--- src/rtl/core/acce_pkg.sv ---
// shared types, byte codes and sizes for the console cursor engine
package acce_pkg;

    // escape parameter slots counted by the parser; only the first two are stored
    localparam int PARAM_SLOTS = 4;
    localparam int CNT_W       = $clog2(PARAM_SLOTS + 1);

    // command queue between parser and cursor engine
    localparam int CMD_DEPTH = 4;
    localparam int PTR_W     = $clog2(CMD_DEPTH);
    localparam int FILL_W    = $clog2(CMD_DEPTH + 1);

    // register reset values
    localparam logic [7:0] COLS_RESET = 8'd80;
    localparam logic [7:0] ROWS_RESET = 8'd25;

    // register indexes
    localparam logic REG_COLS = 1'b0;
    localparam logic REG_ROWS = 1'b1;

    // byte codes
    localparam logic [7:0] CODE_ESC   = 8'h1B;
    localparam logic [7:0] CODE_LBRK  = 8'h5B;
    localparam logic [7:0] CODE_SEMI  = 8'h3B;
    localparam logic [7:0] CODE_H     = 8'h48;
    localparam logic [7:0] CODE_F     = 8'h66;
    localparam logic [7:0] CODE_J     = 8'h4A;
    localparam logic [7:0] CODE_LF    = 8'h0A;
    localparam logic [7:0] CODE_CR    = 8'h0D;
    localparam logic [7:0] CODE_BS    = 8'h08;
    localparam logic [7:0] CODE_SPACE = 8'h20;
    localparam logic [7:0] CODE_ZERO  = 8'h30;
    localparam logic [7:0] CODE_NINE  = 8'h39;

    localparam logic [7:0] PARAM_MAX = 8'd255;

    // erase modes that clear the screen
    localparam logic [7:0] ERASE_BELOW = 8'd0;
    localparam logic [7:0] ERASE_ALL   = 8'd2;

    // result kinds
    localparam logic ACT_DRAW  = 1'b0;
    localparam logic ACT_CLEAR = 1'b1;

    // cursor commands
    typedef enum logic [2:0] {
        OP_CHAR,
        OP_NEWLINE,
        OP_RETURN,
        OP_BACKSPACE,
        OP_SETPOS,
        OP_CLEAR
    } op_t;

    // one command: glyph in arg0, or row in arg0 and column in arg1
    typedef struct packed {
        op_t        op;
        logic [7:0] arg0;
        logic [7:0] arg1;
    } cmd_t;

    // queue status seen by the front and back
    typedef struct packed {
        logic full;
        logic empty;
    } q_status_t;

endpackage

--- src/rtl/core/ansi_csi_console_cursor_engine_unit.sv ---
// top level of the console cursor engine: config registers, parser, queue, cursor
//
// Takes one console byte per beat on the s_ side and gives draw-cell and
// clear-screen results on the m_ side. A byte is accepted in any cycle in
// which the four-entry command queue has room, so with the output side
// taking results the block sustains one byte per cycle. The parser turns
// bytes into cursor commands in the cycle they are accepted; the cursor
// engine runs one command per cycle while the output takes its results,
// into a single output register, except that a printable byte that leaves
// the cursor on the bottom row gives its draw beat and then a clear beat.
// A result passes through the command queue and then the output register
// on its way to m_. m_tlast marks the final result of a byte. Screen
// size writes on the cfg_ port take effect at once and are meant for idle
// periods.
module ansi_csi_console_cursor_engine_unit (
    input  logic        clk,
    input  logic        rst_n,
    // config write port
    input  logic        cfg_we,
    input  logic        cfg_index,
    input  logic [7:0]  cfg_data,
    // byte input
    input  logic        s_tvalid,
    output logic        s_tready,
    input  logic [7:0]  s_tdata,   // byte_value
    // result output
    output logic        m_tvalid,
    input  logic        m_tready,
    output logic [23:0] m_tdata,   // glyph, cell_column, cell_row
    output logic        m_tuser,   // action
    output logic        m_tlast
);

    logic [7:0]           screen_cols_reg;
    logic [7:0]           screen_rows_reg;
    logic                 byte_take;
    logic                 cmd_push;
    logic                 cmd_pop;
    acce_pkg::cmd_t       push_cmd;
    acce_pkg::cmd_t       head_cmd;
    acce_pkg::q_status_t  q_status;
    logic [7:0]           res_glyph;
    logic [7:0]           res_col;
    logic [7:0]           res_row;

    // screen size registers
    always_ff @(posedge clk or negedge rst_n)
    begin
        if (!rst_n)
        begin
            screen_cols_reg <= acce_pkg::COLS_RESET;
            screen_rows_reg <= acce_pkg::ROWS_RESET;
        end
        else if (cfg_we)
        begin
            if (cfg_index == acce_pkg::REG_COLS)
                screen_cols_reg <= cfg_data;
            else
                screen_rows_reg <= cfg_data;
        end
    end

    assign s_tready  = !q_status.full;
    assign byte_take = s_tvalid && s_tready;

    // front: parser
    acce_parser u_parser (
        .clk        (clk),
        .rst_n      (rst_n),
        .byte_take  (byte_take),
        .byte_value (s_tdata),
        .cmd_push   (cmd_push),
        .cmd        (push_cmd)
    );

    // command queue
    acce_cmd_fifo u_fifo (
        .clk      (clk),
        .rst_n    (rst_n),
        .push     (cmd_push),
        .push_cmd (push_cmd),
        .pop      (cmd_pop),
        .head_cmd (head_cmd),
        .status   (q_status)
    );

    // back: cursor engine
    acce_cursor u_cursor (
        .clk         (clk),
        .rst_n       (rst_n),
        .screen_cols (screen_cols_reg),
        .screen_rows (screen_rows_reg),
        .head_cmd    (head_cmd),
        .status      (q_status),
        .pop         (cmd_pop),
        .out_valid   (m_tvalid),
        .out_ready   (m_tready),
        .out_action  (m_tuser),
        .out_glyph   (res_glyph),
        .out_col     (res_col),
        .out_row     (res_row),
        .out_last    (m_tlast)
    );

    assign m_tdata = {res_row, res_col, res_glyph};

endmodule

--- src/rtl/core/acce_parser.sv ---
// front end: escape sequence parser that turns bytes into cursor commands
module acce_parser (
    input  logic              clk,
    input  logic              rst_n,
    input  logic              byte_take,
    input  logic [7:0]        byte_value,
    output logic              cmd_push,
    output acce_pkg::cmd_t    cmd
);

    typedef enum logic [1:0] {
        ST_NORMAL,
        ST_ESCAPE,
        ST_CSI
    } pstate_t;

    pstate_t                     state_reg, state_next;
    logic [7:0]                  p0_reg, p0_next;
    logic [7:0]                  p1_reg, p1_next;
    logic [acce_pkg::CNT_W-1:0]  cnt_reg, cnt_next;
    logic [7:0]                  acc_reg, acc_next;
    logic                        seen_reg, seen_next;

    logic                        is_digit;
    logic [11:0]                 acc_sum;
    logic [7:0]                  acc_sat;
    logic [7:0]                  eff_p0;
    logic [7:0]                  eff_p1;
    logic                        has_cmd;
    acce_pkg::cmd_t              chr_cmd;

    // digit accumulation, saturating
    always_comb
    begin
        is_digit = byte_value inside {[acce_pkg::CODE_ZERO:acce_pkg::CODE_NINE]};
        acc_sum  = {4'd0, acc_reg} * 12'd10
                 + {4'd0, byte_value - acce_pkg::CODE_ZERO};
        acc_sat  = (acc_sum > {4'd0, acce_pkg::PARAM_MAX}) ? acce_pkg::PARAM_MAX
                                                           : acc_sum[7:0];
    end

    // first two parameters as seen by a final byte, pending value included
    always_comb
    begin
        if (cnt_reg >= acce_pkg::CNT_W'(1))
            eff_p0 = p0_reg;
        else if (seen_reg)
            eff_p0 = acc_reg;
        else
            eff_p0 = 8'd0;
        if (cnt_reg >= acce_pkg::CNT_W'(2))
            eff_p1 = p1_reg;
        else if (seen_reg && (cnt_reg == acce_pkg::CNT_W'(1)))
            eff_p1 = acc_reg;
        else
            eff_p1 = 8'd0;
    end

    // character output command
    always_comb
    begin
        chr_cmd.arg0 = byte_value;
        chr_cmd.arg1 = 8'd0;
        case (byte_value)
            acce_pkg::CODE_LF: chr_cmd.op = acce_pkg::OP_NEWLINE;
            acce_pkg::CODE_CR: chr_cmd.op = acce_pkg::OP_RETURN;
            acce_pkg::CODE_BS: chr_cmd.op = acce_pkg::OP_BACKSPACE;
            default:           chr_cmd.op = acce_pkg::OP_CHAR;
        endcase
    end

    // parser step
    always_comb
    begin
        state_next = state_reg;
        p0_next    = p0_reg;
        p1_next    = p1_reg;
        cnt_next   = cnt_reg;
        acc_next   = acc_reg;
        seen_next  = seen_reg;
        has_cmd    = 1'b0;
        cmd        = chr_cmd;
        case (state_reg)
            ST_NORMAL:
            begin
                if (byte_value == acce_pkg::CODE_ESC)
                    state_next = ST_ESCAPE;
                else
                    has_cmd = 1'b1;
            end
            ST_ESCAPE:
            begin
                p0_next   = 8'd0;
                p1_next   = 8'd0;
                cnt_next  = '0;
                acc_next  = 8'd0;
                seen_next = 1'b0;
                if (byte_value == acce_pkg::CODE_LBRK)
                begin
                    state_next = ST_CSI;
                end
                else
                begin
                    state_next = ST_NORMAL;
                    has_cmd    = 1'b1;
                end
            end
            ST_CSI:
            begin
                if (is_digit)
                begin
                    acc_next  = acc_sat;
                    seen_next = 1'b1;
                end
                else if (byte_value == acce_pkg::CODE_SEMI)
                begin
                    if (cnt_reg < acce_pkg::CNT_W'(acce_pkg::PARAM_SLOTS))
                    begin
                        if (cnt_reg == acce_pkg::CNT_W'(0))
                            p0_next = seen_reg ? acc_reg : 8'd0;
                        else if (cnt_reg == acce_pkg::CNT_W'(1))
                            p1_next = seen_reg ? acc_reg : 8'd0;
                        cnt_next = cnt_reg + acce_pkg::CNT_W'(1);
                    end
                    acc_next  = 8'd0;
                    seen_next = 1'b0;
                end
                else
                begin
                    // final byte ends the sequence
                    state_next = ST_NORMAL;
                    p0_next    = 8'd0;
                    p1_next    = 8'd0;
                    cnt_next   = '0;
                    acc_next   = 8'd0;
                    seen_next  = 1'b0;
                    cmd.arg0   = eff_p0;
                    cmd.arg1   = eff_p1;
                    if ((byte_value == acce_pkg::CODE_H) ||
                        (byte_value == acce_pkg::CODE_F))
                    begin
                        cmd.op  = acce_pkg::OP_SETPOS;
                        has_cmd = 1'b1;
                    end
                    else if (byte_value == acce_pkg::CODE_J)
                    begin
                        cmd.op  = acce_pkg::OP_CLEAR;
                        has_cmd = (eff_p0 == acce_pkg::ERASE_BELOW) ||
                                  (eff_p0 == acce_pkg::ERASE_ALL);
                    end
                end
            end
            default:
            begin
                state_next = ST_NORMAL;
            end
        endcase
    end

    assign cmd_push = byte_take && has_cmd;

    // parser state
    always_ff @(posedge clk or negedge rst_n)
    begin
        if (!rst_n)
        begin
            state_reg <= ST_NORMAL;
            p0_reg    <= 8'd0;
            p1_reg    <= 8'd0;
            cnt_reg   <= '0;
            acc_reg   <= 8'd0;
            seen_reg  <= 1'b0;
        end
        else if (byte_take)
        begin
            state_reg <= state_next;
            p0_reg    <= p0_next;
            p1_reg    <= p1_next;
            cnt_reg   <= cnt_next;
            acc_reg   <= acc_next;
            seen_reg  <= seen_next;
        end
    end

endmodule

--- src/rtl/core/acce_cmd_fifo.sv ---
// short command queue between parser and cursor engine
module acce_cmd_fifo (
    input  logic                 clk,
    input  logic                 rst_n,
    input  logic                 push,
    input  acce_pkg::cmd_t       push_cmd,
    input  logic                 pop,
    output acce_pkg::cmd_t       head_cmd,
    output acce_pkg::q_status_t  status
);

    acce_pkg::cmd_t                 slot_reg [acce_pkg::CMD_DEPTH];
    logic [acce_pkg::PTR_W-1:0]     wr_ptr_reg;
    logic [acce_pkg::PTR_W-1:0]     rd_ptr_reg;
    logic [acce_pkg::FILL_W-1:0]    fill_reg;

    assign head_cmd     = slot_reg[rd_ptr_reg];
    assign status.full  = (fill_reg == acce_pkg::FILL_W'(acce_pkg::CMD_DEPTH));
    assign status.empty = (fill_reg == '0);

    // storage
    always_ff @(posedge clk)
    begin
        if (push)
            slot_reg[wr_ptr_reg] <= push_cmd;
    end

    // pointers and fill level
    always_ff @(posedge clk or negedge rst_n)
    begin
        if (!rst_n)
        begin
            wr_ptr_reg <= '0;
            rd_ptr_reg <= '0;
            fill_reg   <= '0;
        end
        else
        begin
            if (push)
                wr_ptr_reg <= wr_ptr_reg + acce_pkg::PTR_W'(1);
            if (pop)
                rd_ptr_reg <= rd_ptr_reg + acce_pkg::PTR_W'(1);
            if (push && !pop)
                fill_reg <= fill_reg + acce_pkg::FILL_W'(1);
            else if (pop && !push)
                fill_reg <= fill_reg - acce_pkg::FILL_W'(1);
        end
    end

endmodule

--- src/rtl/core/acce_cursor.sv ---
// back end: cursor engine that runs commands and drives the result register
module acce_cursor (
    input  logic                 clk,
    input  logic                 rst_n,
    input  logic [7:0]           screen_cols,
    input  logic [7:0]           screen_rows,
    input  acce_pkg::cmd_t       head_cmd,
    input  acce_pkg::q_status_t  status,
    output logic                 pop,
    output logic                 out_valid,
    input  logic                 out_ready,
    output logic                 out_action,
    output logic [7:0]           out_glyph,
    output logic [7:0]           out_col,
    output logic [7:0]           out_row,
    output logic                 out_last
);

    logic [7:0]  col_reg, col_next;
    logic [7:0]  row_reg, row_next;
    logic        out_valid_reg;
    logic        pend_clear_reg;
    logic        act_reg;
    logic [7:0]  glyph_reg;
    logic [7:0]  ocol_reg;
    logic [7:0]  orow_reg;
    logic        last_reg;

    logic        slot_free;
    logic        run_cmd;
    logic        emit_pend;
    logic        res_valid;
    logic        res_act;
    logic [7:0]  res_glyph;
    logic [7:0]  res_col;
    logic [7:0]  res_row;
    logic        extra_clear;
    logic [7:0]  adv_col;
    logic [7:0]  adv_row;
    logic [7:0]  pos_row;
    logic [7:0]  pos_col;

    assign slot_free = !out_valid_reg || out_ready;
    assign emit_pend = slot_free && pend_clear_reg;
    assign run_cmd   = slot_free && !pend_clear_reg && !status.empty;
    assign pop       = run_cmd;

    // clamp a cursor position parameter to 1..limit
    function automatic logic [7:0] clamp_pos(input logic [7:0] v, input logic [7:0] lim);
        logic [7:0] t;
        t = (v == 8'd0) ? 8'd1 : v;
        if (t > lim)
            t = lim;
        if (t == 8'd0)
            t = 8'd1;
        return t;
    endfunction

    // work out the results and new cursor for the head command
    always_comb
    begin
        col_next    = col_reg;
        row_next    = row_reg;
        res_valid   = 1'b0;
        res_act     = acce_pkg::ACT_DRAW;
        res_glyph   = head_cmd.arg0;
        res_col     = col_reg;
        res_row     = row_reg;
        extra_clear = 1'b0;
        adv_col     = col_reg + 8'd1;
        adv_row     = row_reg;
        pos_row     = clamp_pos(head_cmd.arg0, screen_rows);
        pos_col     = clamp_pos(head_cmd.arg1, screen_cols);
        case (head_cmd.op)
            acce_pkg::OP_CHAR:
            begin
                res_valid = 1'b1;
                if (({1'b0, adv_col} + 9'd1) >= {1'b0, screen_cols})
                begin
                    adv_col = 8'd0;
                    adv_row = row_reg + 8'd1;
                end
                col_next = adv_col;
                row_next = adv_row;
                if (({1'b0, adv_row} + 9'd1) >= {1'b0, screen_rows})
                begin
                    extra_clear = 1'b1;
                    col_next    = 8'd0;
                    row_next    = 8'd0;
                end
            end
            acce_pkg::OP_NEWLINE:
            begin
                adv_row  = row_reg + 8'd1;
                col_next = 8'd0;
                row_next = adv_row;
                if (({1'b0, adv_row} + 9'd1) >= {1'b0, screen_rows})
                begin
                    res_valid = 1'b1;
                    res_act   = acce_pkg::ACT_CLEAR;
                    res_glyph = 8'd0;
                    res_col   = 8'd0;
                    res_row   = 8'd0;
                    row_next  = 8'd0;
                end
            end
            acce_pkg::OP_RETURN:
            begin
                col_next = 8'd0;
            end
            acce_pkg::OP_BACKSPACE:
            begin
                if (col_reg != 8'd0)
                    col_next = col_reg - 8'd1;
                res_valid = 1'b1;
                res_glyph = acce_pkg::CODE_SPACE;
                res_col   = col_next;
            end
            acce_pkg::OP_SETPOS:
            begin
                row_next = pos_row - 8'd1;
                col_next = pos_col - 8'd1;
            end
            acce_pkg::OP_CLEAR:
            begin
                res_valid = 1'b1;
                res_act   = acce_pkg::ACT_CLEAR;
                res_glyph = 8'd0;
                res_col   = 8'd0;
                res_row   = 8'd0;
                col_next  = 8'd0;
                row_next  = 8'd0;
            end
            default:
            begin
                res_valid = 1'b0;
            end
        endcase
    end

    // cursor and result register
    always_ff @(posedge clk or negedge rst_n)
    begin
        if (!rst_n)
        begin
            col_reg        <= 8'd0;
            row_reg        <= 8'd0;
            out_valid_reg  <= 1'b0;
            pend_clear_reg <= 1'b0;
        end
        else
        begin
            if (emit_pend)
            begin
                out_valid_reg  <= 1'b1;
                pend_clear_reg <= 1'b0;
            end
            else if (run_cmd)
            begin
                col_reg        <= col_next;
                row_reg        <= row_next;
                out_valid_reg  <= res_valid;
                pend_clear_reg <= extra_clear;
            end
            else if (out_ready)
            begin
                out_valid_reg <= 1'b0;
            end
        end
    end

    // result payload
    always_ff @(posedge clk)
    begin
        if (emit_pend)
        begin
            act_reg   <= acce_pkg::ACT_CLEAR;
            glyph_reg <= 8'd0;
            ocol_reg  <= 8'd0;
            orow_reg  <= 8'd0;
            last_reg  <= 1'b1;
        end
        else if (run_cmd)
        begin
            act_reg   <= res_act;
            glyph_reg <= res_glyph;
            ocol_reg  <= res_col;
            orow_reg  <= res_row;
            last_reg  <= !extra_clear;
        end
    end

    assign out_valid  = out_valid_reg;
    assign out_action = act_reg;
    assign out_glyph  = glyph_reg;
    assign out_col    = ocol_reg;
    assign out_row    = orow_reg;
    assign out_last   = last_reg;

`ifndef ASSERT_OFF
    // a pending clear always sits behind a draw that is not the last beat
    a_pend_behind_draw: assert property (@(posedge clk) disable iff (!rst_n)
        pend_clear_reg |-> (out_valid_reg && !last_reg && (act_reg == acce_pkg::ACT_DRAW)))
        else $error("pending clear without a leading draw beat");

    // no command is taken from an empty queue
    a_pop_nonempty: assert property (@(posedge clk) disable iff (!rst_n)
        pop |-> !status.empty)
        else $error("pop from empty command queue");

    // the pending clear goes out next, as the last beat of its byte
    a_pend_then_clear: assert property (@(posedge clk) disable iff (!rst_n)
        (pend_clear_reg && out_ready) |=>
            (out_valid_reg && last_reg && (act_reg == acce_pkg::ACT_CLEAR)))
        else $error("pending clear not delivered next");

    // a clear beat, apart from the cases excluded below, carries the home cell 0, 0
    a_clear_homes: assert property (@(posedge clk) disable iff (!rst_n)
        (out_valid_reg && (act_reg == acce_pkg::ACT_CLEAR) && !pend_clear_reg
         && !$past(run_cmd && (head_cmd.op == acce_pkg::OP_SETPOS)))
        |-> (ocol_reg == 8'd0 && orow_reg == 8'd0))
        else $error("clear beat carries a nonzero cell");
`endif

endmodule

--- config.mk ---
export PLATFORM = sky130hd
export DESIGN_NAME = ansi_csi_console_cursor_engine_unit
export DESIGN_NICKNAME = d
export VERILOG_FILES = /design/src/rtl/core/acce_pkg.sv /design/src/rtl/core/ansi_csi_console_cursor_engine_unit.sv /design/src/rtl/core/acce_parser.sv /design/src/rtl/core/acce_cmd_fifo.sv /design/src/rtl/core/acce_cursor.sv
export SDC_FILE = /design/constraint.sdc
export NUM_CORES = 1
export LEC_CHECK = 0
export BUFFER_PORTS_ARGS = -buffer_cell sky130_fd_sc_hd__buf_2
export CORE_ASPECT_RATIO = 0.7
export CORE_UTILIZATION = 57
export DETAILED_ROUTE_END_ITERATION = 10
export PLACE_DENSITY = 0.78
export RECOVER_POWER = 25
export SLEW_MARGIN = 10
export SYNTH_ARGS = -nofsm -noshare
export SYNTH_HDL_FRONTEND = slang
export SYNTH_HIERARCHICAL = 1
export SYNTH_SLANG_ARGS = --single-unit
--- constraint.sdc ---
create_clock -name clk -period 5 [get_ports clk]
set_clock_uncertainty 0.05 [all_clocks]
set_input_delay 0.75 -clock clk [delete_from_list [all_inputs] [get_ports clk]]
set_output_delay 0.75 -clock clk [all_outputs]
set_load 0.05 [all_outputs]
==> results of run 1 <==
## power groups by stage
stage               logic [uW]  registers (uW)  clock network (uW)
finish                    5230            2110                1380
global route              5570            2150                1440
CTS                       4660            2100                1380
detailed placement        4310            2120                   0
global placement          4200            2110                   0
floorplan                 2820            2370                   0
## placed cells by master, fill, tap and decap left out, drive strengths merged, types with 10 or more instances in the layout
cell	Yosys	routed
ha	85	85
nand4	21	21
nor2b	21	21
buf	25	132
clkbuf	34	19
o21ai	67	67
inv	50	58
mux2	19	19
o22ai	16	16
a21oi	78	78
mux4	19	19
a22o	15	15
dfxtp	26	26
nor3	29	29
nand3	33	33
a211oi	16	16
dfrtp	66	66
edfxtp	76	76
xor2	20	20
nand2	115	115
mux2i	10	10
nand2b	10	10
xnor2	50	50
nor2	81	81
## worst paths after layout
path | start | end | slack [ns] | cells after the start
setup / recovery | u_cursor/col_reg[0]$_DFFE_PN0P_ | u_cursor/col_reg[0]$_DFFE_PN0P_ | -0.31 | 30
hold / removal | u_cursor/out_glyph[6]$_SDFFE_PP0P_ | u_cursor/out_glyph[6]$_SDFFE_PP0P_ | 0.42 | 1
setup reg to reg | u_cursor/col_reg[0]$_DFFE_PN0P_ | u_cursor/col_reg[0]$_DFFE_PN0P_ | -0.31 | 30
hold reg to reg | u_cursor/out_glyph[6]$_SDFFE_PP0P_ | u_cursor/out_glyph[6]$_SDFFE_PP0P_ | 0.42 | 1
max in group asynchronous | rst_n | u_cursor/col_reg[3]$_DFFE_PN0P_ | 0.48 | 1
min in group asynchronous | rst_n | u_parser/state_reg[0]$_DFFE_PN0P_ | 1.74 | 1
## cell type report
type | count | area (sq um)
multi-input combinational | 828 | 6420
fill | 1365 | 5830
sequential | 173 | 4590
timing repair buffer | 134 | 990
clock buffer | 17 | 425
tap | 264 | 330
clock inverter | 15 | 193
inverter | 50 | 193
## what timing repair did
item / in CTS / in global routing
setup buffers: 10 / 12
gates cloned: 1 / 1
setup endpoints to repair: 17 / 18
resized for setup: 46 / 54
pin swaps: 34 / 31
## metal layers
| metal | part of all wire | routed length (microns) | vias up |
|---|---|---|---|
| li1 | - | - | 4252 |
| met1 | 0.44 | 13400 | 4572 |
| met2 | 0.43 | 13300 | 613 |
| met3 | 0.11 | 3360 | 82 |
| met4 | 0.023 | 708 | 0 |
| met5 | 0 | 0 | - |
## critical path: cells and delay by family, from the launching register on
| family | cells | cell delay, ns |
|---|---|---|
| flip-flops | 1 | 0.38 |
| AND/OR/NAND/NOR | 6 | 0.77 |
| XOR/XNOR | 2 | 0.40 |
| buffers and inverters | 5 | 0.73 |
| adder cells (fa/ha/maj) | 4 | 0.93 |
| AO/OA/AOI/OAI | 13 | 1.96 |
## through the flow
step                      setup slack, ns  area (sq um)  power, uW  TNS [ns]
after floorplan                   0.00697         11100       5180         0
after global placement             -0.150         11800       6300    -0.851
after detailed placement           -0.279         11800       6430     -2.71
after CTS                         -0.0806         12800       8140    -0.149
after global routing               -0.462         13100       9160     -6.59
final                              -0.310         13100       8720     -3.71
## cell families (layout without fill, tap and decap cells)
group / Yosys count / after routing / synth area share
flip-flops: 173 / 173 / 0.413
adder cells (fa/ha/maj): 88 / 88 / 0.101
multiplexers: 48 / 48 / 0.0702
buffers and inverters: 109 / 216 / 0.0455
AND/OR/NAND/NOR: 362 / 362 / 0.161
XOR/XNOR: 70 / 70 / 0.0552
AO/OA/AOI/OAI: 260 / 260 / 0.154
==> results.cfg, run 1 <==
[critical_path]
required_ns = 5.32
cp-start-kind = register
slowest_delay_ns = 0.38
endpoint_kind = register
worstSetupPathType = register to register
worstPathMaxFanout = 8
crit_arrival_ns = 5.63
slowest_stage = dfrtp_1

[sta]
rsz0062_at_grt = true
hold_viol = 0
hold_slack_ns = 0.423
worstMarginPinSlew_ns = 4.19
setup_slack_ns = -0.310
drv_slew = 72
period_share = 1.06
slew_headroom = -1.79
finalCriticalPeriod_ns = 5.31
setup_viol = 16
fmax_ghz = 0.188

[placed_design]
portBuffers = 49
dp.final_hpwl_microns = 21100
gp_congestion = 0.986
place_inst = 1425

[yosys]
synth_area_leader_cell = edfxtp_1
synthFlopType = edfxtp_1
netlist_top_cells_count = 114 x nand2_1, 85 x ha_1, 80 x nor2_1
synth_area_leaders = edfxtp_1 21%, dfrtp_1 15%, ha_1 9.6%, dfxtp_1 4.7%, xnor2_1 3.9%
seq_area_frac_synth = 0.413
synth.avg_cell_area_sq_um = 10.0
syn_nets = 1220
synth_cell_types = 91
ys_seq_elements = 173
synth.most_common_cell = nand2_1
syn-instance-count = 1110
async_flop_share = 0.410
synth_edf_count = 76
netlist.area_leader.share = 0.206
synth.cell_area_sq_um = 11100
yosysWarnings = 6

[die]
ios = 50
rows = 42
fp.dieW_microns = 169
die_h_microns = 119
die-area_sq_um = 20000
initial_utilization = 0.585
core_sq_um = 19000

[grt]
track_usage = 0.305
grt_max_degree = 72
use_met3 = 0.0864
grt_antenna_before_repair = 0
grt.overflow.total = 0
grt.busiest_layer = met1
gr-usage-met1 = 0.452
grt_pass1_wl_microns = 46900
grt_util_met2 = 0.438
grt_pass1_vias = 8581

[flow_run]
max-cap-violations = 1

[route]
vias = 9519
antenna_left = 0
drt_iter0_markers = 1254
dr.pass1.iters = 6
routedWlPerCell_microns = 20.8
viasPerCell = 6.43
drt_wl_total_microns = 30800
drc_errors = 0

[power_and_ir_drop]
switchingPower_uw = 4000
sw_frac_of_total = 0.459
power_density_nw_per_um2 = 664
p_seq_frac = 0.242
ir_worst_vdd_mv = 0.363
p_leak_uw = 0.00541
p_int_uw = 4720
p_clk_frac = 0.158
pwr-share-comb = 0.600

[clock_network]
cts_inserted_buffers = 17
clkLatencyLatePin_ns = 0.43
cts.hold.buffers_added = 0
cts_root_buf = clkbuf_16
ctsHtreeMaxLevel = 4
cts_tree = yes
clock-sinks = 173
path_clk_slew_ns = 0.07
clk_path_buf_depth = 2

[run_status]
violations = capacitance limit, slew limit, setup timing
status = finished with violations

[layout]
drive_gt1_frac = 0.229
largest_register_ffs = 76
final_util = 0.693
syn2layout_area_growth_pct = 18.4
instances_no_fill = 1481
n_antenna_cell = 0
nNetsFinal = 1314

[worst_hold_path]
hp-class = register to register
(Power assumes the default switching activity.)
==> run 2: changes to the inputs <==
--- a/config.mk
+++ b/config.mk
@@ -14,5 +14,4 @@
 export SLEW_MARGIN = 10
 export SYNTH_ARGS = -nofsm -noshare
 export SYNTH_HDL_FRONTEND = slang
-export SYNTH_HIERARCHICAL = 1
 export SYNTH_SLANG_ARGS = --single-unit
==> results.cfg, run 2 <==
[run_status]
status = finished with violations
violations = DRC, capacitance limit, slew limit, setup timing

[route]
vias = 8845
routedWlPerCell_microns = 20.7
drc_errors = 3
drt_iter0_markers = 1040
antenna_left = 0
dr.pass1.iters = 8
drt_wl_total_microns = 29300
viasPerCell = 6.26

[layout]
nNetsFinal = 1273
instances_no_fill = 1412
final_util = 0.697
drive_gt1_frac = 0.227
syn2layout_area_growth_pct = 17.8
final_cell_mix = 85 x nor2_1, 81 x ha_1, 79 x buf_4
largest_register_ffs = 76
fillCellCount = 1328
layout_commonest_cell = nor2_1
n_antenna_cell = 0

[clock_network]
cts_tree = yes
ctsHtreeMaxLevel = 4
clock-sinks = 173
clkLatencyLatePin_ns = 0.43
clk_path_buf_depth = 2
cts.hold.buffers_added = 0
path_clk_slew_ns = 0.07
cts_root_buf = clkbuf_16
cts_inserted_buffers = 17

[die]
die-area_sq_um = 19500
ios = 50
core_sq_um = 18300
die_h_microns = 117
rows = 41
fp.dieW_microns = 167
initial_utilization = 0.591

[sta]
hold_slack_ns = 0.428
setup_viol = 18
worstMarginPinSlew_ns = 4.12
hold_viol = 0
rsz0062_at_grt = true
setup_tns_ns = -4.67
finalCriticalPeriod_ns = 5.35
drv_slew = 72
fmax_ghz = 0.187
period_share = 1.07
slew_headroom = -1.75
setup_slack_ns = -0.348

[yosys]
synth.cell_area_sq_um = 10800
synthFlopType = edfxtp_1
yosysWarnings = 0
synth_cell_types = 84
netlist.area_leader.share = 0.211
ys_seq_elements = 173
async_flop_share = 0.410
synth.avg_cell_area_sq_um = 10.2
synth.most_common_cell = nor2_1
synth_area_leaders = edfxtp_1 21%, dfrtp_1 15%, ha_1 9.8%, dfxtp_1 4.8%, xnor2_1 4.1%
seq_area_frac_synth = 0.425
synth_area_leader_cell = edfxtp_1
synth_edf_count = 76
syn-instance-count = 1054
syn_nets = 1164
netlist_top_cells_count = 87 x nor2_1, 85 x ha_1, 81 x nand2_1

[critical_path]
rrSetupSlack_ns = -0.35
timing.rr.start = u_cursor.col_reg[0]$_DFFE_PN0P_
worstSetupPathType = register to register
r2r_cells = 28
slowest_stage = dfrtp_2
slowest_delay_ns = 0.49
worstPathMaxFanout = 6
timing.rr.end = u_cursor.row_reg[2]$_DFFE_PN0P_
crit_arrival_ns = 5.61
endpoint_kind = register
required_ns = 5.27
cp-start-kind = register

[placed_design]
gp_congestion = 0.958
place_inst = 1373
dp.final_hpwl_microns = 21700
place_ws_ns = -0.616
portBuffers = 49

[grt]
grt_antenna_before_repair = 0
grt.overflow.total = 0
grt_pass1_vias = 8383
grt_pass1_wl_microns = 45900
track_usage = 0.309
grt_max_degree = 72

[power_and_ir_drop]
power_density_nw_per_um2 = 661
p_leak_uw = 0.00529
ir_worst_vdd_mv = 0.620

[worst_hold_path]
hp-class = register to register
hold_end = u_cursor.out_row[3]$_SDFFE_PP0P_
min_path_cells = 1
hold_start = u_cursor.out_row[3]$_SDFFE_PP0P_

[flow_run]
max-cap-violations = 1
==> run 2: area by class of cell <==
cell class / instances / area [sq um] / area share
inverters: 54 / 210 / 0.0165
multi-input cells: 784 / 6140 / 0.483
well taps: 236 / 295 / 0.0232
clock buffers: 18 / 439 / 0.0345
repair buffers: 133 / 892 / 0.0701
clock inverters: 14 / 151 / 0.0119
flip-flops and latches: 173 / 4590 / 0.361
==> run 2: worst max path at each step <==
| stage | from | endpoint | slack [ns] | cells after the start |
|---|---|---|---|---|
| global placement | u_cursor.col_reg[0]$_DFFE_PN0P_ | u_cursor.col_reg[1]$_DFFE_PN0P_ | -0.48 | 25 |
| finish | u_cursor.col_reg[0]$_DFFE_PN0P_ | u_cursor.row_reg[2]$_DFFE_PN0P_ | -0.35 | 28 |
| global route | u_cursor.col_reg[0]$_DFFE_PN0P_ | u_cursor.row_reg[2]$_DFFE_PN0P_ | -0.58 | 28 |
| detailed placement | u_cursor.col_reg[0]$_DFFE_PN0P_ | u_cursor.col_reg[1]$_DFFE_PN0P_ | -0.62 | 25 |
| floorplan | u_cursor.col_reg[0]$_DFFE_PN0P_ | u_cursor.col_reg[7]$_DFFE_PN0P_ | -0.05 | 24 |
| CTS | u_cursor.col_reg[0]$_DFFE_PN0P_ | u_cursor.row_reg[5]$_DFFE_PN0P_ | -0.22 | 27 |
==> run 2: where the power goes <==
| group | internal [uW] | leakage [uW] | switching (uW) |
|---|---|---|---|
| Clock | 721 | 0.000294 | 632 |
| Combinational | 2040 | 0.00315 | 2940 |
| Sequential | 1850 | 0.00184 | 237 |
| Total | 4610 | 0.00529 | 3810 |
==> run 2: timing repair <==
item                       CTS  global route
pin swaps                   20            22
setup buffers                3             5
resized for setup           27            17
setup endpoints to repair   18            18
==> run 2: critical path: cells and delay by family (launching register included) <==
family                     cells  cell delay [ns]
xor gates and xnor gates       3             0.42
adders and majority gates      4             1.01
AOI/OAI and AO/OA              8             1.44
buffers and inverters          3             0.27
DFF                            1             0.49
and+or+nand+nor                9             1.41
muxes                          1             0.13
==> run 2: stage by stage <==
step           instance area, sq um  power, uW
2_1_floorplan                 11000       5350
3_3_place_gp                  11900       6580
3_5_place_dp                  11900       6660
4_1_cts                       12600       8230
5_1_grt                       12700       8880
6_report                      12700       8410
==> run 2: metal layers <==
metal,share of wire,GRT usage,routed length [microns],vias to the layer above
met5,0.0019,0.0217,55,-
li1,-,-,-,4154
met3,0.10,0.0901,3030,67
met2,0.41,0.452,12000,443
met1,0.46,0.444,13600,4179
met4,0.022,0.0938,656,2
==> run 2: kinds of logic after synthesis <==
| family | Yosys count | synth area share |
|---|---|---|
| and+or+nand+nor | 299 | 0.136 |
| AOI/OAI and AO/OA | 281 | 0.172 |
| DFF | 173 | 0.425 |
| buffers and inverters | 97 | 0.0370 |
| adders and majority gates | 88 | 0.104 |
| xor gates and xnor gates | 65 | 0.0527 |
| muxes | 51 | 0.0745 |
==> run 3: changes to the inputs <==
--- a/config.mk
+++ b/config.mk
@@ -7,7 +7,7 @@
 export LEC_CHECK = 0
 export BUFFER_PORTS_ARGS = -buffer_cell sky130_fd_sc_hd__buf_2
 export CORE_ASPECT_RATIO = 0.7
-export CORE_UTILIZATION = 57
+export CORE_UTILIZATION = 60
 export DETAILED_ROUTE_END_ITERATION = 10
 export PLACE_DENSITY = 0.78
 export RECOVER_POWER = 25
==> constraint.sdc (replaced) <==
create_clock -name clk -period 5.2 [get_ports clk]
set_clock_uncertainty 0.05 [all_clocks]
set_input_delay 0.78 -clock clk [delete_from_list [all_inputs] [get_ports clk]]
set_output_delay 0.78 -clock clk [all_outputs]
set_load 0.05 [all_outputs]
==> results.cfg, run 3 (synthesis results as in run 2) <==
[run_status]
status = finished with violations
violations = capacitance limit, slew limit, setup timing

[sta]
finalCriticalPeriod_ns = 5.34
drv_slew = 72
worstMarginPinSlew_ns = 4.04
hold_viol = 0
setup_slack_ns = -0.138
period_share = 1.03
fmax_ghz = 0.187
slew_headroom = -1.69
rsz0062_at_grt = true
setup_viol = 10

[grt]
grt_max_degree = 72
track_usage = 0.325
grt_pass1_wl_microns = 45700
grt.overflow.total = 0
grt_pass1_vias = 8447
grt_antenna_before_repair = 1

[layout]
layout_commonest_cell = nor2_1
fin_area_sq_um = 12800
final_cell_mix = 84 x nor2_1, 81 x ha_1, 81 x buf_4
n_antenna_cell = 0
instances_no_fill = 1414
syn2layout_area_growth_pct = 18.6
drive_gt1_frac = 0.237
nNetsFinal = 1280
largest_register_ffs = 76
multi_input_area_sq_um = 6200
fillCellCount = 1173
regArea_sq_um = 4590

[clock_network]
clock-sinks = 173
ctsHtreeMaxLevel = 4
cts_root_buf = clkbuf_16
clkLatencyLatePin_ns = 0.43
cts.hold.buffers_added = 0
cts_inserted_buffers = 17
path_clk_slew_ns = 0.07
clk_path_buf_depth = 2
cts_tree = yes

[route]
vias = 9044
drt_wl_total_microns = 29100
drc_errors = 0
drt-met1-wl_microns = 13200
dr.pass1.iters = 6
wl_met2_microns = 12300
viasPerCell = 6.40
top_layer_used = met5
route.met3.wl_microns = 3050
drt_iter0_markers = 1155
antenna_left = 0
routedWlPerCell_microns = 20.6

[critical_path]
crit_chain = ha_4 -> xnor2_2 -> or3b_4 -> nor3_4 -> a22o_1 -> nand2_1 -> xnor2_1 -> ha_1 -> a21oi_2 -> buf_4 -> o21ai_4 -> nor2_4 -> buf_6 -> o211ai_1 -> a2111oi_4 -> xnor2_1 -> ha_1 -> o211ai_1 -> or3_4 -> o21a_1 -> and4b_2 -> buf_4 -> a2111oi_4 -> a21oi_1
worstSetupPathType = register to register
cp-start-kind = register
slowest_delay_ns = 0.46
worstPathMaxFanout = 7
crit_arrival_ns = 5.59
required_ns = 5.45
endpoint_kind = register
cp_num_buf_inv = 3
slowest_stage = dfrtp_2
path_delay_family = compound AO/OA/AOI/OAI gates

[placed_design]
place_ws_ns = -0.384
dp.final_hpwl_microns = 21200
place_area_sq_um = 11800
gp_congestion = 0.978
portBuffers = 49
place_inst = 1363

[worst_hold_path]
hp-class = register to register

[power_and_ir_drop]
p_leak_uw = 0.00532
power_density_nw_per_um2 = 638
ir_worst_vdd_mv = 0.491

[die]
die_h_microns = 114
initial_utilization = 0.622
die-area_sq_um = 18600
rows = 40
fp.dieW_microns = 162
ios = 50
core_sq_um = 17400

[flow_run]
max-cap-violations = 1
## run 3: changes by cell type in the layout (fill, tap and decap cells not counted), moves of 2 or more
| cell | change |
|---|---|
| a21oi_1 | -2 |
| buf_6 | +5 |
| o21ai_1 | -2 |
| a21oi_2 | +2 |
| buf_4 | +2 |
## run 3: area by class of cell
type,count,share of cell area
flip-flops and latches,173,0.358
well taps,231,0.0226
repair buffers,140,0.0753
inverters,54,0.0160
clock inverters,15,0.0113
multi-input cells,784,0.484
clock buffers,17,0.0332
## run 3: final timing paths
path	start	cells past startpoint	slack (ns)	to
min in group asynchronous	rst_n	1	1.69	u_fifo.wr_ptr_reg[1]$_DFFE_PN0P_
worst min register to register	u_cursor.out_row[7]$_SDFFE_PP0P_	1	0.43	u_cursor.out_row[7]$_SDFFE_PP0P_
worst min-delay path	u_cursor.out_row[7]$_SDFFE_PP0P_	1	0.43	u_cursor.out_row[7]$_SDFFE_PP0P_
worst max-delay path	u_cursor.col_reg[0]$_DFFE_PN0P_	24	-0.14	u_cursor.col_reg[1]$_DFFE_PN0P_
worst max register to register	u_cursor.col_reg[0]$_DFFE_PN0P_	24	-0.14	u_cursor.col_reg[1]$_DFFE_PN0P_
max in group asynchronous	rst_n	1	0.83	u_cursor.col_reg[0]$_DFFE_PN0P_
## run 3: per-stage QoR
| step | setup TNS [ns] | hold slack [ns] | utilization | total power (uW) |
|---|---|---|---|---|
| finish | -0.691 | 0.426 | 0.738 | 8180 |
| global route | -4.84 | 0.442 | 0.738 | 8630 |
| CTS | -0.202 | 0.428 | 0.725 | 7810 |
| detailed placement | -4.58 | 0.411 | 0.677 | 6320 |
| global placement | -2.60 | 0.407 | 0.677 | 6220 |
| floorplan | 0 | 0.400 | - | 5080 |
## run 3: where the power goes
part	internal, uW	total, uW	leakage [uW]	switching [uW]
combinational	2060	4940	0.00320	2890
clock	635	1230	0.000276	594
sequential	1780	2010	0.00184	229
## run 3: worst register-to-register path, cell delays in order, from the launching register on
cell       delay, ns
dfrtp_2         0.46
ha_4            0.20
xnor2_2         0.14
or3b_4          0.40
nor3_4          0.13
a22o_1          0.14
nand2_1         0.06
xnor2_1         0.13
ha_1            0.33
a21oi_2         0.18
buf_4           0.14
o21ai_4         0.06
nor2_4          0.19
buf_6           0.13
o211ai_1        0.15
a2111oi_4       0.36
xnor2_1         0.14
ha_1            0.31
o211ai_1        0.09
or3_4           0.38
o21a_1          0.19
and4b_2         0.29
buf_4           0.17
a2111oi_4       0.32
a21oi_1         0.06
## run 3: timing repair
item,in CTS,in global routing
endpoints found under the setup margin,18,18
gates resized for setup,38,32
cloned,0,0
buffers inserted,10,11
pin swaps,36,37
endpoints found under the hold margin,0,0
## run 3: per-layer routing
layer	up-vias	global-route usage
li1	4155	-
met1	4363	0.480
met2	465	0.467
met3	59	0.0862
met4	2	0.0987
met5	-	0
